**src/hw/rtl/cmta_pkg.sv**
```systemverilog
// Shared types and constants for the cube map texel address block.
package cmta_pkg;

   // Default values for the top-level parameters.
   localparam int CMTA_COMPONENT_BITS = 16;
   localparam int CMTA_MAX_FACE_SIZE  = 4096;

   // Fixed field widths of the register and result ports.
   localparam int CMTA_CFG_BITS   = 13;
   localparam int CMTA_TEXEL_BITS = 12;
   localparam int CMTA_DATA_BITS  = 32;
   localparam int CMTA_ADDR_BITS  = 3;

   // Reset value of both face size registers.
   localparam logic [CMTA_CFG_BITS-1:0] CMTA_SIZE_RESET = 13'd256;

   // Cube face codes.
   typedef enum logic [2:0] {
      FACE_POS_X = 3'd0,
      FACE_NEG_X = 3'd1,
      FACE_POS_Y = 3'd2,
      FACE_NEG_Y = 3'd3,
      FACE_POS_Z = 3'd4,
      FACE_NEG_Z = 3'd5
   } cmta_face_type;

   // Register indexes, selected by address bit 2.
   typedef enum logic [0:0] {
      REG_FACE_WIDTH  = 1'b0,
      REG_FACE_HEIGHT = 1'b1
   } cmta_reg_index_type;

   // Control that travels alongside each transaction down the pipeline.
   typedef struct packed {
      logic          valid;
      cmta_face_type face;
      logic          degenerate;
   } cmta_tag_type;

endpackage

```
**src/hw/rtl/cmta_front.sv**
```systemverilog
// Face selection, in-face numerators and scaling by the face size.
module cmta_front
   import cmta_pkg::*;
#(
   parameter int COMP_BITS = CMTA_COMPONENT_BITS,
   parameter int SIZE_BITS = $clog2(CMTA_MAX_FACE_SIZE + 1)
) (
   input  logic                            clock,
   input  logic                            reset,
   input  logic                            start,
   input  logic signed [COMP_BITS-1:0]     dir_x,
   input  logic signed [COMP_BITS-1:0]     dir_y,
   input  logic signed [COMP_BITS-1:0]     dir_z,
   input  logic [SIZE_BITS-1:0]            width_eff,
   input  logic [SIZE_BITS-1:0]            height_eff,
   output cmta_tag_type                    tag_o,
   output logic [COMP_BITS+SIZE_BITS:0]    num_u_o,
   output logic [COMP_BITS+SIZE_BITS:0]    num_v_o,
   output logic [COMP_BITS:0]              div_o
);

   localparam int ExtBits = COMP_BITS + 2;
   localparam int NumBits = COMP_BITS + SIZE_BITS + 1;

   logic [COMP_BITS-1:0]      mag_x;
   logic [COMP_BITS-1:0]      mag_y;
   logic [COMP_BITS-1:0]      mag_z;
   logic signed [ExtBits-1:0] ext_x;
   logic signed [ExtBits-1:0] ext_y;
   logic signed [ExtBits-1:0] ext_z;
   logic signed [ExtBits-1:0] num_u_s;
   logic signed [ExtBits-1:0] num_v_s;
   logic signed [ExtBits-1:0] mag_s;
   logic signed [ExtBits-1:0] sum_u_s;
   logic signed [ExtBits-1:0] sum_v_s;
   logic [COMP_BITS-1:0]      major;
   cmta_face_type             face;

   cmta_tag_type              tag2_in, tag2_ff;
   logic [COMP_BITS:0]        sum_u_in, sum_u_ff;
   logic [COMP_BITS:0]        sum_v_in, sum_v_ff;
   logic [COMP_BITS:0]        div2_in, div2_ff;
   cmta_tag_type              tag3_in, tag3_ff;
   logic [NumBits-1:0]        num_u_in, num_u_ff;
   logic [NumBits-1:0]        num_v_in, num_v_ff;
   logic [COMP_BITS:0]        div3_in, div3_ff;

   // Magnitudes; the most negative component maps to its true magnitude.
   assign mag_x = dir_x[COMP_BITS-1] ? (~dir_x + 1'b1) : dir_x;
   assign mag_y = dir_y[COMP_BITS-1] ? (~dir_y + 1'b1) : dir_y;
   assign mag_z = dir_z[COMP_BITS-1] ? (~dir_z + 1'b1) : dir_z;

   assign ext_x = ExtBits'(dir_x);
   assign ext_y = ExtBits'(dir_y);
   assign ext_z = ExtBits'(dir_z);

   // Major axis pick with ties going to x, then y; signed numerators per face.
   always_comb begin
      if (mag_x >= mag_y && mag_x >= mag_z) begin
         major = mag_x;
         face    = dir_x[COMP_BITS-1] ? FACE_NEG_X : FACE_POS_X;
         num_u_s = dir_x[COMP_BITS-1] ? ext_z : -ext_z;
         num_v_s = ext_y;
      end else if (mag_y >= mag_z) begin
         major = mag_y;
         face    = dir_y[COMP_BITS-1] ? FACE_NEG_Y : FACE_POS_Y;
         num_u_s = ext_x;
         num_v_s = dir_y[COMP_BITS-1] ? ext_z : -ext_z;
      end else begin
         major = mag_z;
         face    = dir_z[COMP_BITS-1] ? FACE_NEG_Z : FACE_POS_Z;
         num_u_s = dir_z[COMP_BITS-1] ? -ext_x : ext_x;
         num_v_s = ext_y;
      end
   end

   // Offset the numerators by the major magnitude; the sums lie in 0 to 2d.
   assign mag_s   = $signed({2'b00, major});
   assign sum_u_s = mag_s + num_u_s;
   assign sum_v_s = mag_s + num_v_s;

   always_comb begin
      tag2_in.valid      = start;
      tag2_in.face       = face;
      tag2_in.degenerate = (major == '0);
      sum_u_in           = sum_u_s[COMP_BITS:0];
      sum_v_in           = sum_v_s[COMP_BITS:0];
      div2_in            = {major, 1'b0};
   end

   // Scale by the face sizes; the divisor rides along unchanged.
   always_comb begin
      tag3_in  = tag2_ff;
      num_u_in = NumBits'(sum_u_ff) * NumBits'(width_eff);
      num_v_in = NumBits'(sum_v_ff) * NumBits'(height_eff);
      div3_in  = div2_ff;
   end

   // Pipeline registers; only the transaction tag is reset.
   always_ff @(posedge clock) begin
      if (reset) begin
         tag2_ff <= '0;
         tag3_ff <= '0;
      end else begin
         tag2_ff <= tag2_in;
         tag3_ff <= tag3_in;
      end
      sum_u_ff <= sum_u_in;
      sum_v_ff <= sum_v_in;
      div2_ff  <= div2_in;
      num_u_ff <= num_u_in;
      num_v_ff <= num_v_in;
      div3_ff  <= div3_in;
   end

   assign tag_o   = tag3_ff;
   assign num_u_o = num_u_ff;
   assign num_v_o = num_v_ff;
   assign div_o   = div3_ff;

endmodule

```
**src/hw/rtl/cmta_div_cell.sv**
```systemverilog
// One cell of the divider chain: one quotient bit for the column and row lanes.
module cmta_div_cell
   import cmta_pkg::*;
#(
   parameter int REM_BITS = CMTA_COMPONENT_BITS + 1,
   parameter int QUO_BITS = $clog2(CMTA_MAX_FACE_SIZE + 1)
) (
   input  logic                clock,
   input  logic                reset,
   input  cmta_tag_type        tag_i,
   input  logic [REM_BITS-1:0] div_i,
   input  logic [REM_BITS-1:0] rem_u_i,
   input  logic [REM_BITS-1:0] rem_v_i,
   input  logic [QUO_BITS-1:0] low_u_i,
   input  logic [QUO_BITS-1:0] low_v_i,
   input  logic [QUO_BITS-1:0] quo_u_i,
   input  logic [QUO_BITS-1:0] quo_v_i,
   output cmta_tag_type        tag_o,
   output logic [REM_BITS-1:0] div_o,
   output logic [REM_BITS-1:0] rem_u_o,
   output logic [REM_BITS-1:0] rem_v_o,
   output logic [QUO_BITS-1:0] low_u_o,
   output logic [QUO_BITS-1:0] low_v_o,
   output logic [QUO_BITS-1:0] quo_u_o,
   output logic [QUO_BITS-1:0] quo_v_o
);

   logic [REM_BITS:0]   trial_u;
   logic [REM_BITS:0]   trial_v;
   logic [REM_BITS:0]   div_ext;
   logic [REM_BITS:0]   diff_u;
   logic [REM_BITS:0]   diff_v;
   logic                fits_u;
   logic                fits_v;

   cmta_tag_type        tag_in, tag_ff;
   logic [REM_BITS-1:0] div_in, div_ff;
   logic [REM_BITS-1:0] rem_u_in, rem_u_ff;
   logic [REM_BITS-1:0] rem_v_in, rem_v_ff;
   logic [QUO_BITS-1:0] low_u_in, low_u_ff;
   logic [QUO_BITS-1:0] low_v_in, low_v_ff;
   logic [QUO_BITS-1:0] quo_u_in, quo_u_ff;
   logic [QUO_BITS-1:0] quo_v_in, quo_v_ff;

   // Bring down the next dividend bit and try a subtraction in each lane.
   assign div_ext = {1'b0, div_i};
   assign trial_u = {rem_u_i, low_u_i[QUO_BITS-1]};
   assign trial_v = {rem_v_i, low_v_i[QUO_BITS-1]};
   assign fits_u  = (trial_u >= div_ext);
   assign fits_v  = (trial_v >= div_ext);
   assign diff_u  = trial_u - div_ext;
   assign diff_v  = trial_v - div_ext;

   // Keep the partial remainder below the divisor and shift in the quotient bit.
   always_comb begin
      tag_in   = tag_i;
      div_in   = div_i;
      rem_u_in = fits_u ? diff_u[REM_BITS-1:0] : trial_u[REM_BITS-1:0];
      rem_v_in = fits_v ? diff_v[REM_BITS-1:0] : trial_v[REM_BITS-1:0];
      low_u_in = {low_u_i[QUO_BITS-2:0], 1'b0};
      low_v_in = {low_v_i[QUO_BITS-2:0], 1'b0};
      quo_u_in = {quo_u_i[QUO_BITS-2:0], fits_u};
      quo_v_in = {quo_v_i[QUO_BITS-2:0], fits_v};
   end

   // Cell registers; only the transaction tag is reset.
   always_ff @(posedge clock) begin
      if (reset) begin
         tag_ff <= '0;
      end else begin
         tag_ff <= tag_in;
      end
      div_ff   <= div_in;
      rem_u_ff <= rem_u_in;
      rem_v_ff <= rem_v_in;
      low_u_ff <= low_u_in;
      low_v_ff <= low_v_in;
      quo_u_ff <= quo_u_in;
      quo_v_ff <= quo_v_in;
   end

   assign tag_o   = tag_ff;
   assign div_o   = div_ff;
   assign rem_u_o = rem_u_ff;
   assign rem_v_o = rem_v_ff;
   assign low_u_o = low_u_ff;
   assign low_v_o = low_v_ff;
   assign quo_u_o = quo_u_ff;
   assign quo_v_o = quo_v_ff;

endmodule

```
**src/hw/rtl/cube_map_texel_address_top.sv**
```systemverilog
// Cube map face selection and texel addressing: top level with register port.
//
// One direction vector is accepted in every clock cycle; start is taken
// whenever it is high, since busy is always low. Each transaction produces one
// result, shown for a single cycle with rsp_valid high. The pipeline is made
// of the face selection and face size scaling stages, the divider chain, which
// resolves one quotient bit per cell for both texel coordinates, and the
// output stage. The receiver must take every result in the cycle it appears.
// The user must write the face size registers only while no transaction is in
// flight; the block itself does not enforce this.
module cube_map_texel_address_top
   import cmta_pkg::*;
#(
   parameter int COMPONENT_BITS = CMTA_COMPONENT_BITS,
   parameter int MAX_FACE_SIZE  = CMTA_MAX_FACE_SIZE
) (
   input  logic                              clock,
   input  logic                              reset,
   // Request channel.
   input  logic                              start,
   output logic                              busy,
   input  logic signed [COMPONENT_BITS-1:0]  req_dir_x,
   input  logic signed [COMPONENT_BITS-1:0]  req_dir_y,
   input  logic signed [COMPONENT_BITS-1:0]  req_dir_z,
   // Result channel.
   output logic                              rsp_valid,
   output logic [2:0]                        rsp_face,
   output logic [CMTA_TEXEL_BITS-1:0]        rsp_texel_col,
   output logic [CMTA_TEXEL_BITS-1:0]        rsp_texel_row,
   output logic                              rsp_degenerate,
   // Register port.
   input  logic                              psel,
   input  logic                              penable,
   input  logic                              pwrite,
   input  logic [CMTA_ADDR_BITS-1:0]         paddr,
   input  logic [CMTA_DATA_BITS-1:0]         pwdata,
   output logic [CMTA_DATA_BITS-1:0]         prdata,
   output logic                              pready
);

   localparam int SizeBits = $clog2(MAX_FACE_SIZE + 1);
   localparam int RemBits  = COMPONENT_BITS + 1;
   localparam int NumBits  = COMPONENT_BITS + SizeBits + 1;
   localparam int Latency  = SizeBits + 3;

   logic [CMTA_CFG_BITS-1:0] face_width_in, face_width_ff;
   logic [CMTA_CFG_BITS-1:0] face_height_in, face_height_ff;
   logic                     csr_write;
   cmta_reg_index_type       csr_index;
   logic [SizeBits-1:0]      width_eff;
   logic [SizeBits-1:0]      height_eff;

   cmta_tag_type             front_tag;
   logic [NumBits-1:0]       front_num_u;
   logic [NumBits-1:0]       front_num_v;
   logic [RemBits-1:0]       front_div;

   cmta_tag_type             chain_tag   [0:SizeBits];
   logic [RemBits-1:0]       chain_div   [0:SizeBits];
   logic [RemBits-1:0]       chain_rem_u [0:SizeBits];
   logic [RemBits-1:0]       chain_rem_v [0:SizeBits];
   logic [SizeBits-1:0]      chain_low_u [0:SizeBits];
   logic [SizeBits-1:0]      chain_low_v [0:SizeBits];
   logic [SizeBits-1:0]      chain_quo_u [0:SizeBits];
   logic [SizeBits-1:0]      chain_quo_v [0:SizeBits];

   logic [SizeBits-1:0]      col_idx;
   logic [SizeBits-1:0]      row_idx;
   logic                     out_valid_in, out_valid_ff;
   logic [2:0]               out_face_in, out_face_ff;
   logic [CMTA_TEXEL_BITS-1:0] out_col_in, out_col_ff;
   logic [CMTA_TEXEL_BITS-1:0] out_row_in, out_row_ff;
   logic                     out_deg_in, out_deg_ff;

   // Register port: writes complete in the access phase, no wait states.
   assign pready    = 1'b1;
   assign busy      = 1'b0;
   assign csr_write = psel & penable & pwrite;
   assign csr_index = cmta_reg_index_type'(paddr[2]);

   always_comb begin
      face_width_in  = face_width_ff;
      face_height_in = face_height_ff;
      if (csr_write) begin
         case (csr_index)
            REG_FACE_WIDTH:  face_width_in  = pwdata[CMTA_CFG_BITS-1:0];
            REG_FACE_HEIGHT: face_height_in = pwdata[CMTA_CFG_BITS-1:0];
            default: begin
               face_width_in  = face_width_ff;
               face_height_in = face_height_ff;
            end
         endcase
      end
   end

   always_comb begin
      case (csr_index)
         REG_FACE_WIDTH:  prdata = CMTA_DATA_BITS'(face_width_ff);
         REG_FACE_HEIGHT: prdata = CMTA_DATA_BITS'(face_height_ff);
         default:         prdata = '0;
      endcase
   end

   always_ff @(posedge clock) begin
      if (reset) begin
         face_width_ff  <= CMTA_SIZE_RESET;
         face_height_ff <= CMTA_SIZE_RESET;
      end else begin
         face_width_ff  <= face_width_in;
         face_height_ff <= face_height_in;
      end
   end

   // Effective face sizes: zero acts as one, oversize values cap at the maximum.
   always_comb begin
      if (face_width_ff == '0) begin
         width_eff = SizeBits'(1);
      end else if (32'(face_width_ff) > MAX_FACE_SIZE) begin
         width_eff = SizeBits'(MAX_FACE_SIZE);
      end else begin
         width_eff = SizeBits'(face_width_ff);
      end
      if (face_height_ff == '0) begin
         height_eff = SizeBits'(1);
      end else if (32'(face_height_ff) > MAX_FACE_SIZE) begin
         height_eff = SizeBits'(MAX_FACE_SIZE);
      end else begin
         height_eff = SizeBits'(face_height_ff);
      end
   end

   // Face selection and numerator scaling.
   cmta_front #(
      .COMP_BITS (COMPONENT_BITS),
      .SIZE_BITS (SizeBits)
   ) u_front (
      .clock      (clock),
      .reset      (reset),
      .start      (start),
      .dir_x      (req_dir_x),
      .dir_y      (req_dir_y),
      .dir_z      (req_dir_z),
      .width_eff  (width_eff),
      .height_eff (height_eff),
      .tag_o      (front_tag),
      .num_u_o    (front_num_u),
      .num_v_o    (front_num_v),
      .div_o      (front_div)
   );

   // The upper dividend bits form the first partial remainder, below the divisor.
   assign chain_tag[0]   = front_tag;
   assign chain_div[0]   = front_div;
   assign chain_rem_u[0] = front_num_u[NumBits-1:SizeBits];
   assign chain_rem_v[0] = front_num_v[NumBits-1:SizeBits];
   assign chain_low_u[0] = front_num_u[SizeBits-1:0];
   assign chain_low_v[0] = front_num_v[SizeBits-1:0];
   assign chain_quo_u[0] = '0;
   assign chain_quo_v[0] = '0;

   // Divider chain, one quotient bit per cell.
   for (genvar g = 0; g < SizeBits; g++) begin : g_cell
      cmta_div_cell #(
         .REM_BITS (RemBits),
         .QUO_BITS (SizeBits)
      ) u_cell (
         .clock   (clock),
         .reset   (reset),
         .tag_i   (chain_tag[g]),
         .div_i   (chain_div[g]),
         .rem_u_i (chain_rem_u[g]),
         .rem_v_i (chain_rem_v[g]),
         .low_u_i (chain_low_u[g]),
         .low_v_i (chain_low_v[g]),
         .quo_u_i (chain_quo_u[g]),
         .quo_v_i (chain_quo_v[g]),
         .tag_o   (chain_tag[g+1]),
         .div_o   (chain_div[g+1]),
         .rem_u_o (chain_rem_u[g+1]),
         .rem_v_o (chain_rem_v[g+1]),
         .low_u_o (chain_low_u[g+1]),
         .low_v_o (chain_low_v[g+1]),
         .quo_u_o (chain_quo_u[g+1]),
         .quo_v_o (chain_quo_v[g+1])
      );
   end

   // Clamp the far edge index to size minus one and zero a degenerate result.
   assign col_idx = (chain_quo_u[SizeBits] >= width_eff) ?
                    (width_eff - 1'b1) : chain_quo_u[SizeBits];
   assign row_idx = (chain_quo_v[SizeBits] >= height_eff) ?
                    (height_eff - 1'b1) : chain_quo_v[SizeBits];

   always_comb begin
      out_valid_in = chain_tag[SizeBits].valid;
      out_deg_in   = chain_tag[SizeBits].degenerate;
      if (chain_tag[SizeBits].degenerate) begin
         out_face_in = '0;
         out_col_in  = '0;
         out_row_in  = '0;
      end else begin
         out_face_in = chain_tag[SizeBits].face;
         out_col_in  = CMTA_TEXEL_BITS'(col_idx);
         out_row_in  = CMTA_TEXEL_BITS'(row_idx);
      end
   end

   always_ff @(posedge clock) begin
      if (reset) begin
         out_valid_ff <= 1'b0;
      end else begin
         out_valid_ff <= out_valid_in;
      end
      out_face_ff <= out_face_in;
      out_col_ff  <= out_col_in;
      out_row_ff  <= out_row_in;
      out_deg_ff  <= out_deg_in;
   end

   assign rsp_valid      = out_valid_ff;
   assign rsp_face       = out_face_ff;
   assign rsp_texel_col  = out_col_ff;
   assign rsp_texel_row  = out_row_ff;
   assign rsp_degenerate = out_deg_ff;

   // Every accepted transaction comes out at the end of the pipeline.
   a_latency : assert property (@(posedge clock) disable iff (reset)
      start |-> ##Latency rsp_valid)
      else $error("result missing after pipeline latency");

   // Texel indices stay inside the face after clamping.
   a_in_face : assert property (@(posedge clock) disable iff (reset)
      (rsp_valid && !rsp_degenerate) |->
         (32'(rsp_texel_col) < 32'(width_eff)) && (32'(rsp_texel_row) < 32'(height_eff)))
      else $error("texel index outside the face");

   // A zero vector yields face and texel indices of zero.
   a_degenerate : assert property (@(posedge clock) disable iff (reset)
      (rsp_valid && rsp_degenerate) |->
         (rsp_face == 3'd0) && (rsp_texel_col == '0) && (rsp_texel_row == '0))
      else $error("degenerate result carries nonzero fields");

endmodule

```
**config.mk**
```make
export PLATFORM = sky130hd
export DESIGN_NAME = cube_map_texel_address_top
export DESIGN_NICKNAME = d
export VERILOG_FILES = /design/src/hw/rtl/cmta_pkg.sv /design/src/hw/rtl/cmta_front.sv /design/src/hw/rtl/cmta_div_cell.sv /design/src/hw/rtl/cube_map_texel_address_top.sv
export SDC_FILE = /design/constraint.sdc
export NUM_CORES = 2
export LEC_CHECK = 0
export ABC_AREA = 1
export BUFFER_PORTS_ARGS = -buffer_cell sky130_fd_sc_hd__buf_2
export CORE_MARGIN = 5
export CORE_UTILIZATION = 45
export DETAILED_ROUTE_END_ITERATION = 7
export HOLD_SLACK_MARGIN = 0.12
export PLACE_DENSITY = 0.66
export SLEW_MARGIN = 20
export SYNTH_ARGS = -nofsm -noshare
export SYNTH_HDL_FRONTEND = slang
export SYNTH_SLANG_ARGS = --single-unit
```
**constraint.sdc**
```tcl
create_clock -name clock -period 7.4 [get_ports clock]
set_input_delay 0.74 -clock clock [delete_from_list [all_inputs] [get_ports clock]]
set_output_delay 0.74 -clock clock [all_outputs]
set_load 0.005 [all_outputs]
```
== Word-level counts from Yosys, hierarchy flattened ==
Index checks and enable logic that the tools add are counted.

* Reduce and logical (&&, ||, !) cells: 6
* Mux-type cells: 48
* Add/subtract/negate cells: 33
* $mul: 2
* Bitwise logic cells: 6
* Magnitude comparators: 33

{| class="wikitable"
|+ Operator list
! cell !! count
|-
| 17-bit two-way mux || 31
|-
| 18-bit by 17-bit greater-or-equal comparator with 1-bit output || 26
|-
| 17-bit subtractor || 24
|-
| 16-bit two-way mux || 5
|-
| 32-bit case mux with 2 select lines || 1
|-
| 17-bit by 13-bit multiplier with 30-bit output || 2
|-
| 13-bit two-way mux || 4
|-
| 16-bit by 1-bit adder with 16-bit output (second input constant) || 3
|-
| 16-bit greater-or-equal comparator || 3
|-
| 16-bit NOT || 3
|-
| 17-bit adder || 2
|-
| 16-bit negation with 17-bit output || 2
|-
| 13-bit greater-or-equal comparator || 2
|-
| 13-bit > comparator (second input constant) || 2
|-
| 13-bit zero test || 2
|-
| 12-bit two-way mux || 2
|-
| 12-bit by 1-bit subtractor with 12-bit output (second input constant) || 2
|-
| 16-bit zero test || 1
|-
| 3-bit two-way mux || 2
|-
| 2-bit AND reduction || 2
|-
| 1-bit two-way mux || 3
|-
| 1-bit AND || 2
|-
| 1-bit logical AND || 1
|-
| 1-bit NOT || 1
|}

* Input port bits: 89
* Logic and storage cells: 272
* Register bits: 1194
* Output and inout port bits: 63

== Depth between registers and ports, before layout ==
* Depth after elaboration: 7
* Depth in mapped cells: 36

== Hierarchy ==
From an unflattened synthesis, not the netlist that was laid out.

* Cell total of the unflattened synthesis: 12250
* Area, all modules: 90037.6 um^2

{| class="wikitable"
|+ By module, submodules not included
! module !! seq. area each (um^2) !! area each (um^2) !! instances !! cells each
|-
| cmta_div_cell (g_cell[10].u_cell ...) || 2122.0 || 4956.0 || 10 || 672
|-
| cmta_front || 2722.6 || 21938.5 || 1 || 2899
|-
| cmta_div_cell (g_cell[0].u_cell ...) || 2122.0 || 4993.5 || 2 || 695
|-
| cmta_div_cell (g_cell[4].u_cell) || 2122.0 || 4884.7 || 1 || 674
|-
| cube_map_texel_address_top || 1101.1 || 3667.3 || 1 || 567
|}

== Worst setup path after synthesis ==
Ideal clock, no wire load.

* Kind: reg2reg
* Start: register face_width_ff[5]
* End: register u_front.num_u_ff[23], in the netlist u_front.num_u_o[23]
* Library setup time: 0.112 ns
* Stages on the path, launching flop included: 32
* Period minus slack after synthesis: 5.603 ns
* Arrival time: 5.491 ns
* Setup slack: 1.797 ns
* Required time: 7.288 ns
* Buffers on the path: 2
* Cells stage by stage: dfxtp_1 inv_2 nand4_1 nor2_1 nand2_1 nand2_2 nand2_1 buf_2 buf_1 nor2_1 fa_1 inv_1 fa_1 inv_1 fa_1 fa_1 inv_1 fa_1 inv_1 ha_1 nand2_1 a21oi_1 a211oi_1 nand2_1 nand2_1 nand2_1 nand2_1 nand3_1 a21oi_1 inv_1 nand2_1 nand2_1

* Cells in the longest elaborated chain, start to end: 4
* Elaborated cells on any way between the ends: 5
* Those cells by class: mul: 1; order compare: 1; mux: 2; reduce/logical: 1

{| class="wikitable"
|+ RTL lines
! what !! RTL line !! RTL
|-
| start: declaration || cube_map_texel_address_top.sv:46 || <nowiki>logic [CMTA_CFG_BITS-1:0] face_width_in, face_width_ff;</nowiki>
|-
| start signal: assignment || cube_map_texel_address_top.sv:109 || <nowiki>face_width_ff <= face_width_in;</nowiki>
|-
| 13-bit > comparator || cube_map_texel_address_top.sv:118 || <nowiki>end else if (32'(face_width_ff) > MAX_FACE_SIZE) begin</nowiki>
|-
| 13-bit two-way mux || cube_map_texel_address_top.sv:118 ||
|-
| 13-bit two-way mux * || cube_map_texel_address_top.sv:116 || <nowiki>if (face_width_ff == '0) begin</nowiki>
|-
| 17-bit by 13-bit multiplier with 30-bit output * || cmta_front.sv:94 || <nowiki>num_u_in = NumBits'(sum_u_ff) * NumBits'(width_eff);</nowiki>
|-
| net u_front.num_u_in[23] || cmta_front.sv:44 || <nowiki>logic [NumBits-1:0] num_u_in, num_u_ff;</nowiki>
|-
| end signal: assignment || cmta_front.sv:111 || <nowiki>num_u_ff <= num_u_in;</nowiki>
|-
| end: declaration || cmta_front.sv:44 ||
|}

Mark *: on every way through the listed nets, which the timed path passes. The rest lies on a longest branch.
A chain may end at the register's enable or synchronous reset.

== Worst setup path after layout ==
* Start: register face_height_ff[8]
* End: register u_front.num_v_ff[24], in the netlist u_front.num_v_o[24]

* Cells in the longest elaborated chain, start to end: 4
* Elaborated cells on any way between the ends: 5
* Those cells by class: mul: 1; order compare: 1; mux: 2; reduce/logical: 1

{| class="wikitable"
|+ RTL lines
! what !! RTL line !! RTL
|-
| start: declaration || cube_map_texel_address_top.sv:47 || <nowiki>logic [CMTA_CFG_BITS-1:0] face_height_in, face_height_ff;</nowiki>
|-
| start signal: assignment || cube_map_texel_address_top.sv:110 || <nowiki>face_height_ff <= face_height_in;</nowiki>
|-
| 13-bit > comparator || cube_map_texel_address_top.sv:125 || <nowiki>end else if (32'(face_height_ff) > MAX_FACE_SIZE) begin</nowiki>
|-
| 13-bit two-way mux || cube_map_texel_address_top.sv:125 ||
|-
| 13-bit two-way mux * || cube_map_texel_address_top.sv:123 || <nowiki>if (face_height_ff == '0) begin</nowiki>
|-
| 17-bit by 13-bit multiplier with 30-bit output * || cmta_front.sv:95 || <nowiki>num_v_in = NumBits'(sum_v_ff) * NumBits'(height_eff);</nowiki>
|-
| net u_front.num_v_in[24] || cmta_front.sv:45 || <nowiki>logic [NumBits-1:0] num_v_in, num_v_ff;</nowiki>
|-
| end signal: assignment || cmta_front.sv:112 || <nowiki>num_v_ff <= num_v_in;</nowiki>
|-
| end: declaration || cmta_front.sv:45 ||
|}

Marks and branches as above.

==> results.py <==
metrics = {
    "worst_setup_path": {
        "crit_arrival_ps": 7210,
        "cp.required_ps": 8030,
        "crit_path_max_fanout": 16,
        "cpMaxStageDelayCell": "inv_1",
        "rrSetupSlack_ps": 820,
        "cpMostUsedCell": "inv_1",
        "r2r_end": "u_front.num_v_o[24]",
        "startpoint": "face_height_ff[8]",
        "crit_path_end_kind": "flip-flop",
        "criticalPathCategory": "flip-flop to flip-flop",
        "r2r-start": "face_height_ff[8]",
        "rr_worst_depth": 24,
        "crit_path_start_kind": "flip-flop",
        "critPathMaxStageDelay_ps": 580,
        "worstPathCellList": "nor4_4, nand2_1, nand2_4, nand2_1, inv_1, nand2_1, fa_1, fa_1, inv_1, ha_1, fa_1, inv_1, fa_1, inv_1, ha_1, a21oi_1, o21ai_0, a21oi_1, inv_1, a21oi_1, o21bai_1, nand3_1, nand2_1, xor2_1",
    },
    "sta": {
        "post-route-min-period_ps": 6580,
        "tns_ps": 0,
        "relSlewSlack_pct": 15.3,
        "setup_viol": 0,
        "slew_viol_final": 0,
        "max_clock_freq_ghz": 0.152,
        "rsz0062_at_grt": "no",
        "min_period_over_period_pct": 89.0,
        "fin_ws_ps": 816,
        "fin_skew_ps": 34.8,
        "hold_viol_final": 0,
        "worst_pin_slew_ps": 1260,
    },
    "synth": {
        "ys.flop_type": "dfxtp_1",
        "ys_types": 61,
        "synth_edf_count": 0,
        "synthAdderAreaFrac_pct": 22.4,
        "synth-async-reset-ratio_pct": 0,
        "synth_compound_area_share_pct": 11.5,
        "syn-cell-area_um2": 69700,
        "synth_cells": 8697,
        "synth_xor_area_share_pct": 5.49,
        "synth_top_family_by_area": "adder cells",
        "synthMuxAreaShare_pct": 0,
        "avgSynthCellArea_um2": 8.02,
        "ys_seq_area_share_pct": 34.3,
        "synthSimpleGateAreaFrac_pct": 17.1,
        "yosys_warnings": 0,
        "synth_seq_cells": 1194,
    },
    "clock_tree": {
        "postCtsSetupRepairBufs": 0,
        "ctsLongestPathBuffers": 3,
        "cts.clk_slew.worst_paths_ps": 70,
        "insertion_delay_ps": 740,
        "htree_num_levels": 3,
        "cts_tree": "built",
        "cts_sinks": 1194,
        "cts-resized-gates": 0,
        "cts_buffers": 119,
        "clockRootBuffer": "clkbuf_16",
        "holdBufCountCts": 0,
    },
    "pwr": {
        "p_sw_share_pct": 46.4,
        "power.share.clock_pct": 16.2,
        "p_int_mw": 20.9,
        "combPwrFrac_pct": 55.0,
        "p_leak_nw": 37.7,
        "p_switching_mw": 18.1,
        "seqPwrFrac_pct": 28.8,
        "peakVddDrop_mv": 0.252,
        "power-per-cell-area_nw_per_um2": 510,
    },
    "min_path": {
        "hold_path_end": "u_front.tag2_ff[4]",
        "hold_path_class": "primary input to flip-flop",
        "hold_depth": 3,
        "min-delay-start": "start",
    },
    "drt": {
        "wl_per_cell_um": 17.2,
        "drc_errors": 0,
        "vias": 55600,
        "ant_nets": 0,
        "vias_per_cell": 5.08,
        "dr.pass1.iters": 8,
        "drt_wl_total_um": 188000,
        "drt_iter0_markers": 3825,
    },
    "global_routing": {
        "overflow": 0,
        "met1_usage_pct": 29.2,
        "first_global_vias": 54600,
        "grt_pass1_wl_um": 294000,
        "grt_antenna_before_repair": 10,
        "grt_max_degree": 47,
        "grt_util_met3_pct": 3.18,
        "gr-max-usage-layer": "met2",
        "track_usage_pct": 22.6,
        "use_met2_pct": 38.5,
    },
    "placed_design": {
        "dpl.hpwl_um": 154000,
        "routabilityCongestion": 0.952,
        "placed_area_um2": 72300,
        "dpl_worst_slack_ps": 842,
        "portBuffers": 109,
    },
    "floorplanning": {
        "dieWidth_um": 404,
        "die_h_um": 404,
        "core-area_um2": 154000,
        "rows": 144,
        "die_area_um2": 163000,
        "start_util_pct": 45.3,
        "io_pins": 152,
    },
    "final_layout": {
        "syn_to_final_growth_pct": 9.73,
        "fillCellCount": 14800,
        "drive_gt1_share_pct": 5.01,
        "num-nets-final": 9908,
        "design_area_um2": 76500,
    },
    "flow_run": {
        "drv_cap": 0,
    },
    "outcome": {
        "status": "completed",
    },
}
registers in the layout, summed over array words and instances, names as in the netlist:
name,cells
face_height_ff,13
face_width_ff,13
g_cell.u_cell.div_o,192
g_cell.u_cell.low_u_o,78
g_cell.u_cell.low_v_o,78
g_cell.u_cell.quo_u_o,91
g_cell.u_cell.quo_v_o,91
g_cell.u_cell.rem_u_o,204
g_cell.u_cell.rem_v_o,204
g_cell.u_cell.tag_o,65
rsp_degenerate,1
rsp_face,3
rsp_texel_col,12
rsp_texel_row,12
rsp_valid,1
u_front.div2_ff,16
u_front.div_o,16
u_front.num_u_o,30
u_front.num_v_o,30
u_front.sum_u_ff,17
u_front.sum_v_ff,17
u_front.tag2_ff,5
u_front.tag_o,5
power by group through the flow:
stage               combinational (mW)  clock, mW  sequential [mW]
floorplan                         16.5          0             10.1
global placement                  20.9          0             11.4
detailed placement                21.2          0             11.4
CTS                               21.4       6.49             11.3
global route                      24.3       6.76             11.5
finish                            21.5       6.33             11.2
layout by cell type (no fill, tap or decap), drive strengths merged, types with 6 or more instances in the layout:
cell         n
a211oi      16
a21o        33
a21oi      516
a221oi      20
a31oi       70
and2        12
buf        159
bufinv      14
clkbuf     149
clkinv      40
clkinvlp    11
conb        21
dfxtp     1194
diode        6
fa         356
ha         679
inv       1441
nand2     1807
nand3      267
nand4       71
nor2       665
nor3        63
nor4        33
o2111ai     23
o211ai      36
o21a        34
o21ai      651
o31ai       21
xnor2      227
xor2       210
final cells by class:
class	instances	area, um2	area share [%]
inverter	1436	5390	7.05
clock inverter	70	925	1.21
antenna	6	15.0	0.0196
sequential	1194	23900	31.2
multi-input combinational	5874	39500	51.6
tap	2044	2560	3.34
clock buffer	149	3280	4.29
timing repair buffer	159	921	1.20
logic make-up after synthesis:
| kind of cell | count (synthesis) |
|---|---|
| AND/OR/NAND/NOR | 2934 |
| buffers and inverters | 1648 |
| AO/OA/AOI/OAI | 1447 |
| flip-flops | 1194 |
| adder cells (fa/ha/maj) | 1035 |
| XOR/XNOR | 437 |
| other | 2 |
cells in the mapped netlist (15+ instances only):
cell type | number | area, um2
o21a_1 | 34 | 255
fa_1 | 356 | 7130
buf_1 | 28 | 105
nor2_1 | 658 | 2470
a21oi_1 | 513 | 2570
a31oi_1 | 70 | 438
nand4_1 | 71 | 444
nand2_2 | 15 | 93.8
inv_1 | 1396 | 5240
nor4_1 | 29 | 181
o211ai_1 | 29 | 218
a211oi_1 | 16 | 120
dfxtp_1 | 1194 | 23900
buf_2 | 86 | 430
xnor2_1 | 227 | 1990
ha_1 | 679 | 8500
o21ai_0 | 575 | 2880
nor3_1 | 59 | 295
a21o_1 | 33 | 248
o2111ai_1 | 23 | 201
buf_4 | 25 | 188
a221oi_1 | 19 | 166
nand2_1 | 1789 | 6720
inv_2 | 27 | 101
o21ai_1 | 76 | 380
clkbuf_1 | 70 | 263
xor2_1 | 210 | 1840
nand3_1 | 265 | 1330
o31ai_1 | 21 | 158
critical path, delay by kind of cell, from the launching register on:
family	cells	cell delay [ps]
adders and majority gates	6	2810
and+or+nand+nor	7	1250
AOI/OAI and AO/OA	5	1080
buffers and inverters	5	840
DFF	1	350
xor gates and xnor gates	1	150
worst max-delay path by stage:
stage / end / depth (start not counted)
final: u_front.num_v_o[24] / 24
after global routing: u_front.num_u_o[23] / 29
after CTS: u_front.num_u_o[23] / 29
after detailed placement: u_front.num_v_o[24] / 24
after global placement: u_front.num_v_o[24] / 26
after floorplan: u_front.num_u_o[23] / 31
metal layers:
layer | vias up | part of all wire [%]
met4 | 0 | 4.0
met1 | 25900 | 44
met3 | 305 | 5.7
met5 | - | 0
met2 | 1425 | 47
li1 | 27900 | -
per-stage QoR:
step | utilization [%] | power (mW) | instances | hold slack (ps)
final | 49.7 | 39.0 | 10900 | 205
after global routing | 49.7 | 42.6 | 10900 | 199
after CTS | 49.6 | 39.2 | 10900 | 144
after detailed placement | 46.9 | 32.6 | 10700 | 312
after global placement | 46.9 | 32.3 | 10700 | 310
after floorplan | - | 26.6 | 8716 | 310
Note: power is estimated with default switching activity, not from simulation.
